$ cat src/sv/cts_pkg.sv
`timescale 1ns / 1ps

package cts_pkg;

  localparam logic [2:0] REQ_ADD   = 3'd0;
  localparam logic [2:0] REQ_KILL  = 3'd1;
  localparam logic [2:0] REQ_EXIT  = 3'd2;
  localparam logic [2:0] REQ_SLEEP = 3'd3;
  localparam logic [2:0] REQ_NEXT  = 3'd4;

  localparam logic [2:0] ST_DONE       = 3'd0;
  localparam logic [2:0] ST_FULL       = 3'd1;
  localparam logic [2:0] ST_NO_CURRENT = 3'd2;
  localparam logic [2:0] ST_DISPATCHED = 3'd3;
  localparam logic [2:0] ST_PASS_END   = 3'd4;

  localparam logic [9:0] MS_PER_SECOND = 10'd1000;

  typedef enum logic [2:0] {
    S_IDLE,
    S_EXEC,
    S_ADD,
    S_RD,
    S_CHK,
    S_DONE
  } state_t;

  typedef enum logic [3:0] {
    OP_NONE,
    OP_LOAD,
    OP_KILL,
    OP_EXIT,
    OP_SLEEP,
    OP_NOP_DONE,
    OP_ADD_INIT,
    OP_ADD_CLAIM,
    OP_ADD_FULL,
    OP_NEXT_INIT,
    OP_IDX_INC,
    OP_DISPATCH,
    OP_PASS_END,
    OP_OUT_LOAD
  } op_t;

  typedef struct packed {
    logic [2:0] req;
    logic       slot_free;
    logic       idx_last;
    logic       hit;
    logic       scan_over;
  } dp_status_t;

endpackage

$ cat src/sv/cts_ram.sv
`timescale 1ns / 1ps

module cts_ram #(
  parameter int WIDTH = 32,
  parameter int DEPTH = 8,
  localparam int AW = (DEPTH > 1) ? $clog2(DEPTH) : 1
) (
  input  logic             clk,
  input  logic             we,
  input  logic [AW-1:0]    waddr,
  input  logic [WIDTH-1:0] wdata,
  input  logic [AW-1:0]    raddr,
  output logic [WIDTH-1:0] rdata
);

  logic [WIDTH-1:0] mem [DEPTH];

  always_ff @(posedge clk) begin
    if (we) begin
      mem[waddr] <= wdata;
    end
    rdata <= mem[raddr];
  end

endmodule

$ cat src/sv/cts_ctrl.sv
`timescale 1ns / 1ps

module cts_ctrl import cts_pkg::*; (
  input  logic       clk,
  input  logic       rst,
  input  logic       in_valid,
  output logic       in_stall,
  output logic       out_valid,
  input  logic       out_stall,
  input  dp_status_t st,
  output op_t        op
);

  state_t state, state_next;
  logic   out_free;

  assign out_free = !out_valid || !out_stall;

  always_comb begin
    state_next = state;
    unique case (state)
      S_IDLE: if (in_valid) state_next = S_EXEC;
      S_EXEC: begin
        case (st.req)
          REQ_ADD:  state_next = S_ADD;
          REQ_NEXT: state_next = st.scan_over ? S_DONE : S_RD;
          default:  state_next = S_DONE;
        endcase
      end
      S_ADD:  if (st.slot_free || st.idx_last) state_next = S_DONE;
      S_RD:   state_next = S_CHK;
      S_CHK:  state_next = (st.hit || st.idx_last) ? S_DONE : S_RD;
      S_DONE: if (out_free) state_next = S_IDLE;
      default: state_next = S_IDLE;
    endcase
  end

  always_comb begin
    op       = OP_NONE;
    in_stall = 1'b1;
    unique case (state)
      S_IDLE: begin
        in_stall = 1'b0;
        if (in_valid) op = OP_LOAD;
      end
      S_EXEC: begin
        unique case (st.req)
          REQ_ADD:   op = OP_ADD_INIT;
          REQ_KILL:  op = OP_KILL;
          REQ_EXIT:  op = OP_EXIT;
          REQ_SLEEP: op = OP_SLEEP;
          REQ_NEXT:  op = st.scan_over ? OP_PASS_END : OP_NEXT_INIT;
          default:   op = OP_NOP_DONE;
        endcase
      end
      S_ADD: begin
        if (st.slot_free)     op = OP_ADD_CLAIM;
        else if (st.idx_last) op = OP_ADD_FULL;
        else                  op = OP_IDX_INC;
      end
      S_RD: op = OP_NONE;
      S_CHK: begin
        if (st.hit)           op = OP_DISPATCH;
        else if (st.idx_last) op = OP_PASS_END;
        else                  op = OP_IDX_INC;
      end
      S_DONE: if (out_free) op = OP_OUT_LOAD;
      default: op = OP_NONE;
    endcase
  end

  always_ff @(posedge clk) begin
    if (rst) begin
      state     <= S_IDLE;
      out_valid <= 1'b0;
    end else begin
      state <= state_next;
      if (op == OP_OUT_LOAD) begin
        out_valid <= 1'b1;
      end else if (!out_stall) begin
        out_valid <= 1'b0;
      end
    end
  end

endmodule

$ cat src/sv/cts_dp.sv
`timescale 1ns / 1ps

module cts_dp import cts_pkg::*; #(
  parameter int SLOT_COUNT = 8
) (
  input  logic        clk,
  input  logic        rst,
  input  op_t         op,
  output dp_status_t  st,
  input  logic [2:0]  req_type,
  input  logic [2:0]  slot,
  input  logic [14:0] duration,
  input  logic        in_seconds,
  input  logic [31:0] now,
  output logic [2:0]  status,
  output logic [2:0]  slot_out,
  output logic        idle
);

  localparam int IW = (SLOT_COUNT > 1) ? $clog2(SLOT_COUNT) : 1;
  localparam int SW = $clog2(SLOT_COUNT + 1);

  // request held for the whole operation
  logic [2:0]  req_r;
  logic [2:0]  slot_r;
  logic [14:0] dur_r;
  logic        sec_r;
  logic [31:0] now_r;

  logic [SLOT_COUNT-1:0] slot_valid;
  logic                  cur_valid;
  logic [IW-1:0]         cur_idx;
  logic [SW-1:0]         scan_pos;
  logic                  ran_in_pass;
  logic [IW-1:0]         idx;

  logic [2:0] pend_status;
  logic [2:0] pend_slot;
  logic       pend_idle;

  logic          we;
  logic [IW-1:0] waddr;
  logic [31:0]   wdata;
  logic [31:0]   rdata;

  logic [IW-1:0] kidx;
  logic          kill_ok;
  logic [24:0]   len_s;
  logic [31:0]   len;

  assign kidx    = IW'(slot_r);
  assign kill_ok = 32'(slot_r) < SLOT_COUNT;
  assign len_s   = 25'(dur_r) * 25'(MS_PER_SECOND);
  assign len     = sec_r ? 32'(len_s) : 32'(dur_r);

  assign st.req       = req_r;
  assign st.slot_free = !slot_valid[idx];
  assign st.idx_last  = idx == IW'(SLOT_COUNT - 1);
  assign st.hit       = slot_valid[idx] && (rdata <= now_r);
  assign st.scan_over = scan_pos >= SW'(SLOT_COUNT);

  always_comb begin
    we    = 1'b0;
    waddr = idx;
    wdata = '0;
    case (op)
      OP_ADD_CLAIM, OP_DISPATCH: we = 1'b1;
      OP_SLEEP: begin
        we    = cur_valid;
        waddr = cur_idx;
        wdata = now_r + len;
      end
      default: we = 1'b0;
    endcase
  end

  cts_ram #(
    .WIDTH(32),
    .DEPTH(SLOT_COUNT)
  ) u_wake (
    .clk  (clk),
    .we   (we),
    .waddr(waddr),
    .wdata(wdata),
    .raddr(idx),
    .rdata(rdata)
  );

  always_ff @(posedge clk) begin
    if (rst) begin
      slot_valid  <= '0;
      cur_valid   <= 1'b0;
      scan_pos    <= '0;
      ran_in_pass <= 1'b0;
    end else begin
      unique case (op)
        OP_KILL: begin
          if (kill_ok) begin
            slot_valid[kidx] <= 1'b0;
            if (cur_valid && cur_idx == kidx) cur_valid <= 1'b0;
          end
        end
        OP_EXIT: begin
          if (cur_valid) begin
            slot_valid[cur_idx] <= 1'b0;
            cur_valid           <= 1'b0;
          end
        end
        OP_ADD_CLAIM: slot_valid[idx] <= 1'b1;
        OP_DISPATCH: begin
          cur_valid   <= 1'b1;
          ran_in_pass <= 1'b1;
          scan_pos    <= SW'(idx) + SW'(1);
        end
        OP_PASS_END: begin
          scan_pos    <= '0;
          ran_in_pass <= 1'b0;
        end
        default: ;
      endcase
    end
  end

  always_ff @(posedge clk) begin
    unique case (op)
      OP_LOAD: begin
        req_r  <= req_type;
        slot_r <= slot;
        dur_r  <= duration;
        sec_r  <= in_seconds;
        now_r  <= now;
      end
      OP_KILL, OP_NOP_DONE: begin
        pend_status <= ST_DONE;
        pend_slot   <= '0;
        pend_idle   <= 1'b0;
      end
      OP_EXIT, OP_SLEEP: begin
        pend_status <= cur_valid ? ST_DONE : ST_NO_CURRENT;
        pend_slot   <= '0;
        pend_idle   <= 1'b0;
      end
      OP_ADD_INIT:  idx <= '0;
      OP_NEXT_INIT: idx <= scan_pos[IW-1:0];
      OP_IDX_INC:   idx <= idx + IW'(1);
      OP_ADD_CLAIM: begin
        pend_status <= ST_DONE;
        pend_slot   <= 3'(idx);
        pend_idle   <= 1'b0;
      end
      OP_ADD_FULL: begin
        pend_status <= ST_FULL;
        pend_slot   <= '0;
        pend_idle   <= 1'b0;
      end
      OP_DISPATCH: begin
        cur_idx     <= idx;
        pend_status <= ST_DISPATCHED;
        pend_slot   <= 3'(idx);
        pend_idle   <= 1'b0;
      end
      OP_PASS_END: begin
        pend_status <= ST_PASS_END;
        pend_slot   <= '0;
        pend_idle   <= !ran_in_pass;
      end
      OP_OUT_LOAD: begin
        status   <= pend_status;
        slot_out <= pend_slot;
        idle     <= pend_idle;
      end
      default: ;
    endcase
  end

endmodule

$ cat src/sv/cooperative_task_scheduler_unit.sv
`timescale 1ns / 1ps
// channel   direction  handshake            fields
// request   in         in_valid / in_stall  req_type slot duration in_seconds now
// result    out        out_valid / out_stall status slot_out idle
//
// one item at a time; kill, exit, sleep and unknown requests pass through S_EXEC and S_DONE
// add walks the valid bits one slot a cycle, from slot 0 to a free slot or the last slot
// next reads one wake time at a time from the wake ram through S_RD and S_CHK,
// starting at the scan position and stopping at the first due task or the last slot
// synchronous reset empties the table; wake ram needs no clearing
// a finished result waits in the output register while the next item is taken

module cooperative_task_scheduler_unit import cts_pkg::*; #(
  parameter int SLOT_COUNT = 8
) (
  input  logic        clk,
  input  logic        rst,
  input  logic        in_valid,
  output logic        in_stall,
  input  logic [2:0]  req_type,
  input  logic [2:0]  slot,
  input  logic [14:0] duration,
  input  logic        in_seconds,
  input  logic [31:0] now,
  output logic        out_valid,
  input  logic        out_stall,
  output logic [2:0]  status,
  output logic [2:0]  slot_out,
  output logic        idle
);

  op_t        op;
  dp_status_t st;

  cts_ctrl u_ctrl (
    .clk      (clk),
    .rst      (rst),
    .in_valid (in_valid),
    .in_stall (in_stall),
    .out_valid(out_valid),
    .out_stall(out_stall),
    .st       (st),
    .op       (op)
  );

  cts_dp #(
    .SLOT_COUNT(SLOT_COUNT)
  ) u_dp (
    .clk       (clk),
    .rst       (rst),
    .op        (op),
    .st        (st),
    .req_type  (req_type),
    .slot      (slot),
    .duration  (duration),
    .in_seconds(in_seconds),
    .now       (now),
    .status    (status),
    .slot_out  (slot_out),
    .idle      (idle)
  );

endmodule

$ cat config.mk
export PLATFORM = sky130hd
export DESIGN_NAME = cooperative_task_scheduler_unit
export DESIGN_NICKNAME = d
export VERILOG_FILES = /design/src/sv/cts_pkg.sv /design/src/sv/cts_ram.sv /design/src/sv/cts_ctrl.sv /design/src/sv/cts_dp.sv /design/src/sv/cooperative_task_scheduler_unit.sv
export SDC_FILE = /design/constraint.sdc
export NUM_CORES = 1
export LEC_CHECK = 0
export ABC_AREA = 1
export BUFFER_PORTS_ARGS = -buffer_cell sky130_fd_sc_hd__buf_2
export CORE_ASPECT_RATIO = 0.75
export CORE_MARGIN = 8
export CORE_UTILIZATION = 35
export DETAILED_ROUTE_END_ITERATION = 7
export GPL_TIMING_DRIVEN = 0
export SYNTH_ARGS = -nofsm -noshare
export SYNTH_HDL_FRONTEND = slang
export SYNTH_SLANG_ARGS = --single-unit
$ cat constraint.sdc
create_clock -name clk -period 5.65 [get_ports clk]
set_input_delay 0.565 -clock clk [delete_from_list [all_inputs] [get_ports clk]]
set_output_delay 0.565 -clock clk [all_outputs]
set_load 0.005 [all_outputs]
# --- Yosys cells after proc, flatten, opt, wreduce, memory -nomap -nowiden ---
# Memory sizes are Yosys's and may differ from the RTL's. A register that Yosys moved wholly into a read port is not among the register bits.
# Index checks and enable logic that the tools add are counted.
totals:
  reg_bits: 92
  latchBits: 0
  ramBits: 256
  romBits: 0
  out_inout_bits: 9
  elab_cells: 140
  mem_count: 1
memory_table:
  columns: ["name", "depth", "width", "read_ports", "rd_ports_with_merged_regs", "write_ports", "line", "rtl"]
  rows:
  - ["u_dp.u_wake.mem", 8, 32, 1, 1, 1, "cts_ram.sv:16", "logic [WIDTH-1:0] mem [DEPTH];"]
op_classes:
  add_sub_neg: 3
  multipliers: 1
  div_mod_pow: 0
  n_lt_le_gt_ge: 8
  n_eq_ne: 30
  shifts: 0
  n_mux: 44
  bitwise: 5
  n_reduce_logical: 29
op_table:
  columns: ["operator", "n"]
  rows:
  - ["case mux 4 bit (5 select lines)", 2]
  - ["adder 32 bit", 1]
  - ["<= comparator 32 bit", 1]
  - ["two-way mux 32 bit", 1]
  - ["two-way mux 25 bit", 1]
  - ["equality test 4 bit, second input constant", 6]
  - ["two-way mux 3 bit", 8]
  - ["case mux 8 bit (3 select lines)", 1]
  - ["multiplier 15 x 7 -> 22 bit, second input constant", 1]
  - ["case mux 3 bit (6 select lines)", 1]
  - ["bitwise AND 8 bit", 2]
  - ["equality test 4 x 3 -> 1 bit, second input constant", 4]
  - ["inverter 8 bit", 2]
  - ["case mux 3 bit (5 select lines)", 1]
  - ["equality test 3 x 2 -> 1 bit, second input constant", 4]
  - ["equality test 3 bit, second input constant", 4]
  - ["< comparator 3 x 4 -> 1 bit, second input constant", 3]
  - ["two-way mux 4 bit", 3]
  - ["case mux 3 bit (2 select lines)", 2]
  - ["two-way mux 1 bit", 11]
  - ["inequality test 2 x 1 -> 1 bit, second input constant", 5]
  - ["demux 1 bit (select 3 bit)", 3]
  - ["greater-or-equal comparator 3 x 1 -> 1 bit, second input constant", 3]
  - ["case mux 3 bit (3 select lines)", 1]
  - ["other kinds (28)", 49]

# --- Longest topological paths before layout ---
# Gate-level depths: netlist of the first run.
depth:
  ltp_word: 10
  ltp_mapped: 32
  mapped_depth_nobuf: 32

# --- Modules after synthesis ---
# Synthesis of the first run repeated with hierarchy kept, for this count alone.
hier_totals:
  hier_cells: 2465
  hier_area_um2: 21420.5
modules_own_cells:
  columns: ["module", "instances", "cells_each", "area_each_um2"]
  rows:
  - ["cts_ram", 1, 1156, 11872.6]
  - ["cts_dp", 1, 1240, 9152.5]
  - ["cts_ctrl", 1, 69, 395.4]

# --- Worst setup path after synthesis of the first run ---
# OpenSTA, ideal clock, no wires.
synth_timing:
  path_type: "flip-flop to flip-flop"
  from: "reg u_dp.dur_r[0]"
  to: "mem u_dp.u_wake.mem[0][28] (data pin)"
  setup_time_ps: 277
  arrival_ps: 5966
  required_time_ps: 5373
  path_slack_ps: -593
  stages_incl_launch_ff: 30
  path_cell_list: "edfxtp_1 -> fa_1 -> fa_1 -> inv_1 -> fa_1 -> fa_1 -> inv_1 -> ha_1 -> inv_1 -> nor3_1 -> a21oi_1 -> inv_1 -> a21oi_1 -> o21ai_0 -> nand2_1 -> a21oi_1 -> xnor2_1 -> nor2_1 -> ha_1 -> nand2_1 -> nor2_1 -> nor3b_1 -> nand4_1 -> nand3_1 -> nand2_1 -> o211ai_1 -> nand2_1 -> a21oi_1 -> a21oi_1 -> a211oi_1"
synth_between:
  elab_chain_len: 4
synth_rtl:
  columns: ["item", "line", "rtl"]
  rows:
  - ["start, declared", "cts_dp.sv:26", "logic [14:0] dur_r;"]
  - ["start signal, assigned", "cts_dp.sv:129", "dur_r <= duration;"]
  - ["multiplier 15 x 7 -> 22 bit", "cts_dp.sv:53", "assign len_s = 25'(dur_r) * 25'(MS_PER_SECOND);"]
  - ["two-way mux 25 bit *", "cts_dp.sv:54", "assign len = sec_r ? 32'(len_s) : 32'(dur_r);"]
  - ["adder 32 bit *", "cts_dp.sv:71", "wdata = now_r + len;"]
  - ["two-way mux 32 bit *", "cts_dp.sv:66", "case (op)"]
  - ["via u_dp.u_wake.wdata[28]", "cts_ram.sv:11", "input logic [WIDTH-1:0] wdata,"]
  - ["end, declared", "cts_ram.sv:16", null]
# Mark *: on every way through the listed nets, which the timed path passes. The rest lies on a longest branch.

# --- Worst setup path in the final report of the first run ---
layout_timing:
  from: "reg u_dp.dur_r[2]"
  to: "mem u_dp.u_wake.mem[6][30] (data pin)"
# Same word-level chain as after synthesis.

==> results of run 1 <==
synthesized netlist by cell type (all sizes together), types with 2 or more instances:
| cell type | number |
|---|---|
| fa | 51 |
| a22oi | 50 |
| o21a | 4 |
| a31oi | 11 |
| o22ai | 2 |
| o21bai | 9 |
| o31ai | 2 |
| o21ai | 65 |
| inv | 206 |
| a22o | 11 |
| nand4 | 26 |
| nor2 | 123 |
| a21oi | 106 |
| a21o | 3 |
| a221oi | 28 |
| nor4 | 3 |
| nor3 | 14 |
| or2 | 2 |
| nor3b | 2 |
| clkbuf | 29 |
| o211ai | 8 |
| edfxtp | 330 |
| xnor2 | 17 |
| nand3 | 72 |
| nand2 | 304 |
| xor2 | 13 |
| buf | 7 |
| ha | 109 |
| dfxtp | 50 |
per-stage QoR:
stage	utilization	TNS [ns]	cells	total power, mW
after global routing	0.436	-77.31	2604	13.5
after floorplan	-	-1.96	1664	6.67
after detailed placement	0.385	-113.44	2452	7.78
after global placement	0.379	-633.00	2441	7.74
after CTS	0.428	-32.82	2583	11.9
final	0.436	-44.06	2604	12.8
where the power goes:
group	internal, mW	leakage, nW	switching [mW]	total [mW]
logic	2.78	4.92	3.82	6.60
clock network	1.74	0.707	1.13	2.87
registers	3.26	3.47	0.0646	3.33
total	7.78	9.10	5.02	12.8
worst register-to-register path, delay by kind of cell (launching register included):
family,cells,cell delay (ns)
fa+ha+maj,6,2.61
compound gates,9,1.43
simple gates,10,1.32
flops,1,0.48
xor+xnor,1,0.15
buf+inv,2,0.13
per-layer routing:
metal	GRT usage	vias to the layer above	wire length [µm]	share of wire
li1	-	6262	-	-
met1	0.230	6531	23600	0.46
met2	0.251	422	23000	0.45
met3	0.0311	62	3500	0.069
met4	0.0345	0	881	0.017
met5	0	-	0	0
registers in the layout (all words and copies together), names as in the netlist:
| signal | cells |
|---|---|
| u_dp.cur_valid | 1 |
| u_dp.dur_r | 15 |
| u_dp.pend_idle | 1 |
| u_dp.slot_valid | 8 |
| u_dp.status | 3 |
| u_dp.pend_status | 3 |
| u_dp.kidx | 3 |
| u_dp.idle | 1 |
| u_dp.ran_in_pass | 1 |
| u_dp.cur_idx | 3 |
| u_ctrl.state | 3 |
| u_dp.slot_out | 3 |
| u_dp.now_r | 32 |
| u_dp.scan_pos | 4 |
| u_dp.u_wake.rdata | 32 |
| u_ctrl.out_valid | 1 |
| u_dp.req_r | 3 |
| u_dp.u_wake.mem | 256 |
| u_dp.sec_r | 1 |
| u_dp.pend_slot | 3 |
| u_dp.idx | 3 |
layout make-up:
cell class / count / share of cell area
Sequential cell: 380 / 0.473
Multi-Input combinational cell: 1042 / 0.333
Timing Repair Buffer: 152 / 0.0512
Clock buffer: 49 / 0.0467
Tap cell: 712 / 0.0386
Inverter: 206 / 0.0344
Clock inverter: 27 / 0.0160
Buffer: 36 / 0.00635
worst paths after layout:
check | start | endpoint | slack (ns) | cells after the start
setup / recovery | u_dp.dur_r[2] | u_dp.u_wake.mem[6][30] | -0.74 | 28
hold reg to reg | u_dp.pend_idle | u_dp.idle | 0.42 | 0
setup reg to reg | u_dp.dur_r[2] | u_dp.u_wake.mem[6][30] | -0.74 | 28
hold / removal | req_type[0] | u_dp.req_r[0] | 0.16 | 1
cells in the final DEF, fill, tap and decap left out, types with 9 or more instances in the layout:
cell type    n
edfxtp_1   330
nand2_1    286
inv_1      166
ha_1        96
nor2_1      85
a21oi_1     78
buf_2       68
buf_4       67
nand3_1     64
a22oi_1     50
fa_1        50
dfxtp_1     50
clkbuf_16   41
o21ai_0     40
clkbuf_1    35
inv_2       32
a221oi_1    28
nand4_1     26
a21oi_2     20
nor2_4      19
nor2_2      18
xnor2_1     15
o21ai_1     13
xor2_1      13
nand2_2     12
a22o_1      11
ha_4        11
buf_6       10
nor3_1       9
cell families (layout without fill, tap and decap cells):
kind of cell | after synthesis | count (layout) | share of synthesized area
buffers and inverters | 242 | 470 | 0.0492
AO/OA/AOI/OAI | 304 | 304 | 0.101
AND/OR/NAND/NOR | 548 | 548 | 0.125
flip-flops | 380 | 380 | 0.583
adder cells (fa/ha/maj) | 160 | 160 | 0.128
XOR/XNOR | 30 | 30 | 0.0140
timing repair:
action                     CTS  global route
gates resized for setup    105            72
cloned                       0             0
setup endpoints to repair  137           152
pin swaps                   45            42
buffers inserted            55            22
==> impl_metrics.env, run 1 <==
export IMPL_tightest_slew_ns=1.12
export IMPL_die_area_um2=61200
export IMPL_synth_cells=1664
export IMPL_synthToLayoutAreaGrowth_pct=23.3
export IMPL_critical_path_top_delay_family="adder cells"
export IMPL_fin_crit_ns=6.39
export IMPL_yosysWarnings=0
export IMPL_fin_skew_ns=0.0270
export IMPL_endpoint_kind="flop"
export IMPL_min_period_over_period=1.13
export IMPL_synth_top_flop_cell="edfxtp_1"
export IMPL_hp_class="input port to flop"
export IMPL_antenna_cells=0
export IMPL_die_w_um=283
export IMPL_setup_viol_count_final=136
export IMPL_power_leakage_nw=9.10
export IMPL_synth_top_area_share=0.530
export IMPL_synth_net_count=1882
export IMPL_avgSynthCellArea_um2=11.2
export IMPL_cts_buffers=41
export IMPL_grt_pass1_wl_mm=76.9
export IMPL_nets=2077
export IMPL_setup_ws_ns=-0.736
export IMPL_ys_ff_latch=380
export IMPL_async_flop_share=0
export IMPL_clk_latency_ns=0.58
export IMPL_final_antenna_net_count=0
export IMPL_drt_first_iter_violations=1262
export IMPL_ys_seq_area_frac=0.583
export IMPL_clk_pin_slew_worst_paths_ns=0.06
export IMPL_fillerInstances=4833
export IMPL_grt_use_total=0.161
export IMPL_drive_above_1_share=0.211
export IMPL_ir_drop_mv=0.380
export IMPL_drt_wl_total_mm=51.0
export IMPL_synthTopCellsByArea="edfxtp_1 (53%), ha_1 (7.3%), nand2_1 (6.0%), fa_1 (5.5%), dfxtp_1 (5.4%)"
export IMPL_slew_viol_final=0
export IMPL_clk_path_buf_depth=3
export IMPL_cts_sinks=380
export IMPL_dpl_instance_area_um2=20300
export IMPL_critPathKind="flop to flop"
export IMPL_grt_start_max_net_pins=30
export IMPL_synth_area_um2=18700
export IMPL_rsz0062_at_grt="true"
export IMPL_violations="setup timing"
export IMPL_status="finished with violations"
export IMPL_post_synth_top_area_cell="edfxtp_1"
export IMPL_slew_limit_headroom=0.255
export IMPL_max_cap_violations=0
export IMPL_multi_input_comb_area_um2=7690
export IMPL_gp_congestion=0.857
export IMPL_dpl_hpwl_mm=36.1
export IMPL_place_ws_ns=-1.34
export IMPL_fmax_mhz=157
export IMPL_dr_total_vias=13277
export IMPL_cp_arrival_ns=6.68
export IMPL_antenna_found_initial=1
export IMPL_crit_fanout=8
export IMPL_max_stage_delay_ns=0.63
export IMPL_synth_edf_count=330
export IMPL_ctsHtreeMaxLevel=2
export IMPL_num_io_pins=67
export IMPL_rows=73
export IMPL_final_cell_area_um2=23100
export IMPL_grt_pass1_vias=13018
export IMPL_initial_core_util=0.354
export IMPL_synth_cell_type_count=48
export IMPL_start_kind="flop"
export IMPL_fp_coreArea_um2=52900
export IMPL_overflow=0
export IMPL_avgRoutedWirePerCell_um=19.6
export IMPL_regArea_um2=10900
export IMPL_via_per_inst=5.10
export IMPL_die_y_um=216
export IMPL_whs_ns=0.159
export IMPL_final_hold_violation_count=0
export IMPL_crit_slowest_cell="fa_1"
export IMPL_power_density_nw_per_um2=555
export IMPL_dr_pass1_iters=6
export IMPL_drc=0
export IMPL_cp_data_required_time_ns=5.95
export IMPL_port_buffers=65
export IMPL_worst_path_buf_inv=2
export IMPL_cts_tree="built"
export IMPL_hold_buffers=0
export IMPL_cts_root_buf="clkbuf_16"
No activity file was read; power rests on OpenSTA's default activity.
==> run 2: changes to the inputs <==
--- a/config.mk
+++ b/config.mk
@@ -7,11 +7,14 @@
 export LEC_CHECK = 0
 export ABC_AREA = 1
 export BUFFER_PORTS_ARGS = -buffer_cell sky130_fd_sc_hd__buf_2
+export CELL_PAD_IN_SITES_DETAIL_PLACEMENT = 0
+export CELL_PAD_IN_SITES_GLOBAL_PLACEMENT = 2
 export CORE_ASPECT_RATIO = 0.75
 export CORE_MARGIN = 8
 export CORE_UTILIZATION = 35
 export DETAILED_ROUTE_END_ITERATION = 7
 export GPL_TIMING_DRIVEN = 0
+export PLACE_DENSITY = 0.68
 export SYNTH_ARGS = -nofsm -noshare
 export SYNTH_HDL_FRONTEND = slang
 export SYNTH_SLANG_ARGS = --single-unit
==> run 2 against run 1 <==
Largest cell class unchanged. Final cell count up 0.23%. Largest power group unchanged. Flip-flop and latch count unchanged. Via count decreased by 2.4%. Die area stayed put. Final area increased by 0.84%. Clock-buffer cell count is 4 lower. The flow still finishes with violations (setup timing).
==> impl_metrics.env, run 2 (synthesis gave the netlist of run 1 again) <==
export IMPL_status="finished with violations"
export IMPL_violations="setup timing"
export IMPL_fmax_mhz=158
export IMPL_ctsHtreeMaxLevel=2
export IMPL_grt_start_max_net_pins=34
export IMPL_setup_viol_count_final=104
export IMPL_crit_fanout=8
export IMPL_power_leakage_nw=9.07
export IMPL_clk_latency_ns=0.56
export IMPL_port_buffers=65
export IMPL_slew_limit_headroom=0.306
export IMPL_via_per_inst=4.96
export IMPL_place_ws_ns=-1.58
export IMPL_dr_total_vias=12953
export IMPL_antenna_found_initial=0
export IMPL_drc=0
export IMPL_grt_use_total=0.174
export IMPL_synthToLayoutAreaGrowth_pct=24.3
export IMPL_min_period_over_period=1.12
export IMPL_nets=2085
export IMPL_cts_buffers=40
export IMPL_num_io_pins=67
export IMPL_die_y_um=216
export IMPL_final_cell_mix="edfxtp_1 (330), nand2_1 (279), inv_1 (167)"
export IMPL_max_cap_violations=0
export IMPL_regArea_um2=10900
export IMPL_cts_root_buf="clkbuf_16"
export IMPL_rsz0062_at_grt="true"
export IMPL_ir_drop_mv=0.455
export IMPL_hp_class="input port to flop"
export IMPL_max_stage_delay_ns=0.59
export IMPL_regMostFlops="u_dp.u_wake.mem"
export IMPL_clk_path_buf_depth=3
export IMPL_fp_coreArea_um2=52900
export IMPL_tightest_slew_ns=1.04
export IMPL_final_common_cell="edfxtp_1"
export IMPL_endpoint_kind="flop"
export IMPL_multi_input_comb_area_um2=7980
export IMPL_largest_reg_flops=256
export IMPL_drt_first_iter_violations=970
export IMPL_p_total_mw=13.4
export IMPL_fin_skew_ns=0.0208
export IMPL_reg_top3="u_dp.u_wake.mem x256, u_dp.now_r x32, u_dp.u_wake.rdata x32"
export IMPL_clk_pin_slew_worst_paths_ns=0.07
export IMPL_cts_tree="built"
export IMPL_cp_arrival_ns=6.59
export IMPL_start_kind="flop"
export IMPL_die_w_um=283
export IMPL_critPathKind="flop to flop"
export IMPL_finalNonFillerCells=2610
export IMPL_grt_pass1_wl_mm=81.4
export IMPL_gp_congestion=0.805
export IMPL_fillerInstances=4939
export IMPL_overflow=0
export IMPL_rows=73
export IMPL_power_density_nw_per_um2=577
export IMPL_die_area_um2=61200
export IMPL_crit_slowest_cell="fa_1"
export IMPL_cts_sinks=380
export IMPL_reg2reg_from="u_dp.dur_r[1]"
export IMPL_dr_pass1_iters=4
export IMPL_fin_crit_ns=6.31
export IMPL_crit_path_start="u_dp.dur_r[1]"
export IMPL_avgRoutedWirePerCell_um=20.9
export IMPL_dpl_hpwl_mm=39.2
export IMPL_antenna_cells=0
export IMPL_path_common_cell="a21oi_4"
export IMPL_slew_viol_final=0
export IMPL_setup_ws_ns=-0.662
export IMPL_cp_data_required_time_ns=5.93
export IMPL_grt_pass1_vias=12965
export IMPL_final_hold_violation_count=0
export IMPL_drive_above_1_share=0.224
export IMPL_final_antenna_net_count=0
export IMPL_dp_cells=2451
export IMPL_min_delay_start="now[22]"
export IMPL_drt_wl_total_mm=54.5
export IMPL_initial_core_util=0.354
## run 2: cell types whose count changed in the layout (fill, tap and decap cells not counted), moves of 6 or more
cell and change:
a21oi_2 -9, a21oi_4 +11, clkinvlp_4 +8, nand2_1 -7, nand2_2 +6, nor2_4 +8
## run 2: worst max-delay path: cells and delay by family, from the launching register on
kind                       cells  cell delay (ns)
and+or+nand+nor               11             1.53
adders and majority gates      6             2.57
buffers and inverters          4             0.27
AOI/OAI and AO/OA              8             1.07
DFF                            1             0.46
xor gates and xnor gates       1             0.13
## run 2: metrics by stage
step                      hold slack [ns]  instance area (µm²)  utilization  setup TNS [ns]
after detailed placement            0.410                20300        0.384         -137.34
after global routing                0.136                23200        0.440          -62.79
final                               0.172                23200        0.440          -35.91
after floorplan                     0.400                18800            -           -1.96
after global placement              0.407                20000        0.379         -686.41
after CTS                           0.128                22700        0.430          -28.87
## run 2: path summary, 6_finish.rpt
path / to / slack (ns) / cells after the start
worst max register to register: u_dp.u_wake.mem[3][30] / -0.66 / 30
worst min register to register: u_dp.slot_out[0] / 0.42 / 0
worst min-delay path: u_dp.now_r[22] / 0.17 / 1
worst max-delay path: u_dp.u_wake.mem[3][30] / -0.66 / 30
## run 2: repair_timing
item                       in CTS  in global routing
setup buffers                  70                 23
setup endpoints to repair     144                152
hold buffers                    0                  0
pin swaps                      80                 46
gates resized for setup       146                 92
## run 2: metal layers
metal	global-route usage	wire length [µm]	vias to the layer above
met1	0.276	29200	6375
met4	0.0391	876	0
met3	0.0301	2550	51
li1	-	-	6280
met5	0	0	-
met2	0.242	21900	247
## run 2: cell type report
cell class | instances | area share
Buffer | 36 | 0.00630
Clock buffer | 45 | 0.0443
Clock inverter | 28 | 0.0103
Inverter | 206 | 0.0342
Multi-Input combinational cell | 1042 | 0.343
Sequential cell | 380 | 0.469
Tap cell | 712 | 0.0383
Timing Repair Buffer | 161 | 0.0537
## run 2: where the power goes
| part | switching, mW | internal (mW) | total (mW) | leakage (nW) |
|---|---|---|---|---|
| logic | 4.27 | 3.23 | 7.50 | 5.00 |
| clock network | 1.13 | 1.46 | 2.59 | 0.593 |
| registers | 0.0597 | 3.26 | 3.32 | 3.47 |
==> run 3: changes to the inputs <==
--- a/config.mk
+++ b/config.mk
@@ -14,7 +14,7 @@
 export CORE_UTILIZATION = 35
 export DETAILED_ROUTE_END_ITERATION = 7
 export GPL_TIMING_DRIVEN = 0
-export PLACE_DENSITY = 0.68
+export PLACE_DENSITY = 0.66
 export SYNTH_ARGS = -nofsm -noshare
 export SYNTH_HDL_FRONTEND = slang
 export SYNTH_SLANG_ARGS = --single-unit
==> constraint.sdc (replaced) <==
create_clock -name clk -period 7.4 [get_ports clk]
set_input_delay 0.74 -clock clk [delete_from_list [all_inputs] [get_ports clk]]
set_output_delay 0.74 -clock clk [all_outputs]
set_load 0.005 [all_outputs]
==> run 3 against run 2 <==
The run now ends clean. Clock-buffer cell count up 11. Final area down 5.8%. Worst setup slack better by 1.0 ns. Critical endpoint is now u_dp.u_wake.mem[4][30].
==> impl_metrics.env, run 3 (synthesis gave the netlist of run 1 again) <==
export IMPL_port_buffers=65
export IMPL_clk_latency_ns=0.58
export IMPL_die_area_um2=61200
export IMPL_power_density_nw_per_um2=372
export IMPL_r2r_setup_slack_ns=0.36
export IMPL_num_io_pins=67
export IMPL_fin_crit_ns=7.04
export IMPL_power_leakage_nw=8.66
export IMPL_setup_viol_count_final=0
export IMPL_clk_pin_slew_worst_paths_ns=0.07
export IMPL_cts_sinks=380
export IMPL_max_stage_delay_ns=0.58
export IMPL_final_common_cell="edfxtp_1"
export IMPL_grt_pass1_wl_mm=79.4
export IMPL_grt_util_met1=0.281
export IMPL_reg2reg_from="u_dp.dur_r[1]"
export IMPL_grt_pass1_vias=12338
export IMPL_worst_path_buf_inv=4
export IMPL_cts_root_buf="clkbuf_16"
export IMPL_ir_drop_mv=0.220
export IMPL_worstRegToRegCells=30
export IMPL_crit_fanout=8
export IMPL_regMostFlops="u_dp.u_wake.mem"
export IMPL_slew_viol_final=0
export IMPL_largest_reg_flops=256
export IMPL_drt_first_iter_violations=918
export IMPL_cp_data_required_time_ns=7.71
export IMPL_fmax_mhz=142
export IMPL_avgRoutedWirePerCell_um=21.1
export IMPL_drc=0
export IMPL_tightest_slew_ns=1.17
export IMPL_final_cell_mix="edfxtp_1 (330), nand2_1 (299), inv_1 (183)"
export IMPL_hold_buffers=0
export IMPL_crit_slowest_cell="fa_1"
export IMPL_initial_core_util=0.354
export IMPL_final_cell_area_um2=21900
export IMPL_synthToLayoutAreaGrowth_pct=17.1
export IMPL_clk_path_buf_depth=3
export IMPL_overflow=0
export IMPL_crit_path_start="u_dp.dur_r[1]"
export IMPL_antenna_found_initial=0
export IMPL_critical_path_top_delay_family="adder cells"
export IMPL_setup_ws_ns=0.361
export IMPL_rows=73
export IMPL_hp_class="input port to flop"
export IMPL_tns_ns=0
export IMPL_nets=2017
export IMPL_final_util=0.414
export IMPL_fp_coreArea_um2=52900
export IMPL_antenna_cells=0
export IMPL_gp_congestion=0.822
export IMPL_cts_buffers=41
export IMPL_use_met3=0.0276
export IMPL_place_ws_ns=-0.705
export IMPL_drt_wl_total_mm=53.6
export IMPL_dr_pass1_iters=6
export IMPL_critPathKind="flop to flop"
export IMPL_dr_total_vias=12571
export IMPL_grt_busiest_layer="met1"
export IMPL_die_y_um=216
export IMPL_use_met2=0.232
export IMPL_slew_limit_headroom=0.223
export IMPL_grt_use_total=0.172
export IMPL_dpl_hpwl_mm=39.5
export IMPL_grt_start_max_net_pins=34
export IMPL_final_antenna_net_count=0
export IMPL_max_cap_violations=0
export IMPL_min_period_over_period=0.951
export IMPL_start_kind="flop"
export IMPL_die_w_um=283
export IMPL_status="completed"
export IMPL_drive_above_1_share=0.125
export IMPL_worst_path_stages=30
export IMPL_endpoint_kind="flop"
export IMPL_ctsHtreeMaxLevel=2
export IMPL_fin_skew_ns=0.0208
export IMPL_via_per_inst=4.94
export IMPL_r2r_end="u_dp.u_wake.mem[4][30]"
export IMPL_cp_arrival_ns=7.35
export IMPL_endpoint="u_dp.u_wake.mem[4][30]"
export IMPL_reg_top3="u_dp.u_wake.mem x256, u_dp.now_r x32, u_dp.u_wake.rdata x32"
export IMPL_final_hold_violation_count=0
export IMPL_dpl_instance_area_um2=20200
export IMPL_cts_tree="built"
-- run 3: metrics by stage --
step / power, mW / std cells / hold WS (ns)
2_1_floorplan: 4.95 / 1664 / 0.400
3_3_place_gp: 5.86 / 2441 / 0.410
3_5_place_dp: 5.86 / 2452 / 0.406
4_1_cts: 8.04 / 2529 / 0.294
5_1_grt: 8.70 / 2544 / 0.302
6_report: 8.14 / 2544 / 0.328
-- run 3: worst min-delay path by stage --
stage / start / endpoint / slack, ns / cells after the start
after CTS: in_seconds / u_dp.sec_r / 0.29 / 1
after detailed placement: u_dp.pend_status[0] / u_dp.status[0] / 0.41 / 0
after floorplan: u_dp.pend_idle / u_dp.idle / 0.40 / 0
after global routing: duration[11] / u_dp.dur_r[11] / 0.30 / 1
final: duration[11] / u_dp.dur_r[11] / 0.33 / 1
after global placement: u_dp.pend_status[2] / u_dp.status[2] / 0.41 / 0
-- run 3: per-layer routing --
metal	wire length (µm)	up-vias
met5	0	-
met1	29000	6099
met4	794	0
met3	2780	53
met2	21000	276
li1	-	6143
-- run 3: worst register-to-register path, delay by kind of cell, from the launching register on --
kind / cells / cell delay, ns
and+or+nand+nor: 11 / 1.79
adders and majority gates: 6 / 2.81
xor gates and xnor gates: 1 / 0.14
buffers and inverters: 4 / 0.37
AOI/OAI and AO/OA: 8 / 1.19
DFF: 1 / 0.46
-- run 3: area by class of cell --
type	instances	area (µm²)
clock inverter	20	285
buffer	36	146
timing repair buffer	92	676
tap	712	891
inverter	206	792
clock buffer	56	1100
multi-input combinational	1042	7090
sequential	380	10900
fill	5072	31000
-- run 3: timing repair --
action | in CTS | in global routing
setup endpoints to repair | 32 | 96
resized for setup | 16 | 25
hold endpoints to repair | 0 | 0
setup buffers | 1 | 15
pin swaps | 0 | 3
-- run 3: power breakdown --
group	internal [mW]	switching, mW
combinational	1.22	2.26
sequential	2.49	0.0484
clock	1.24	0.880
total	4.95	3.19
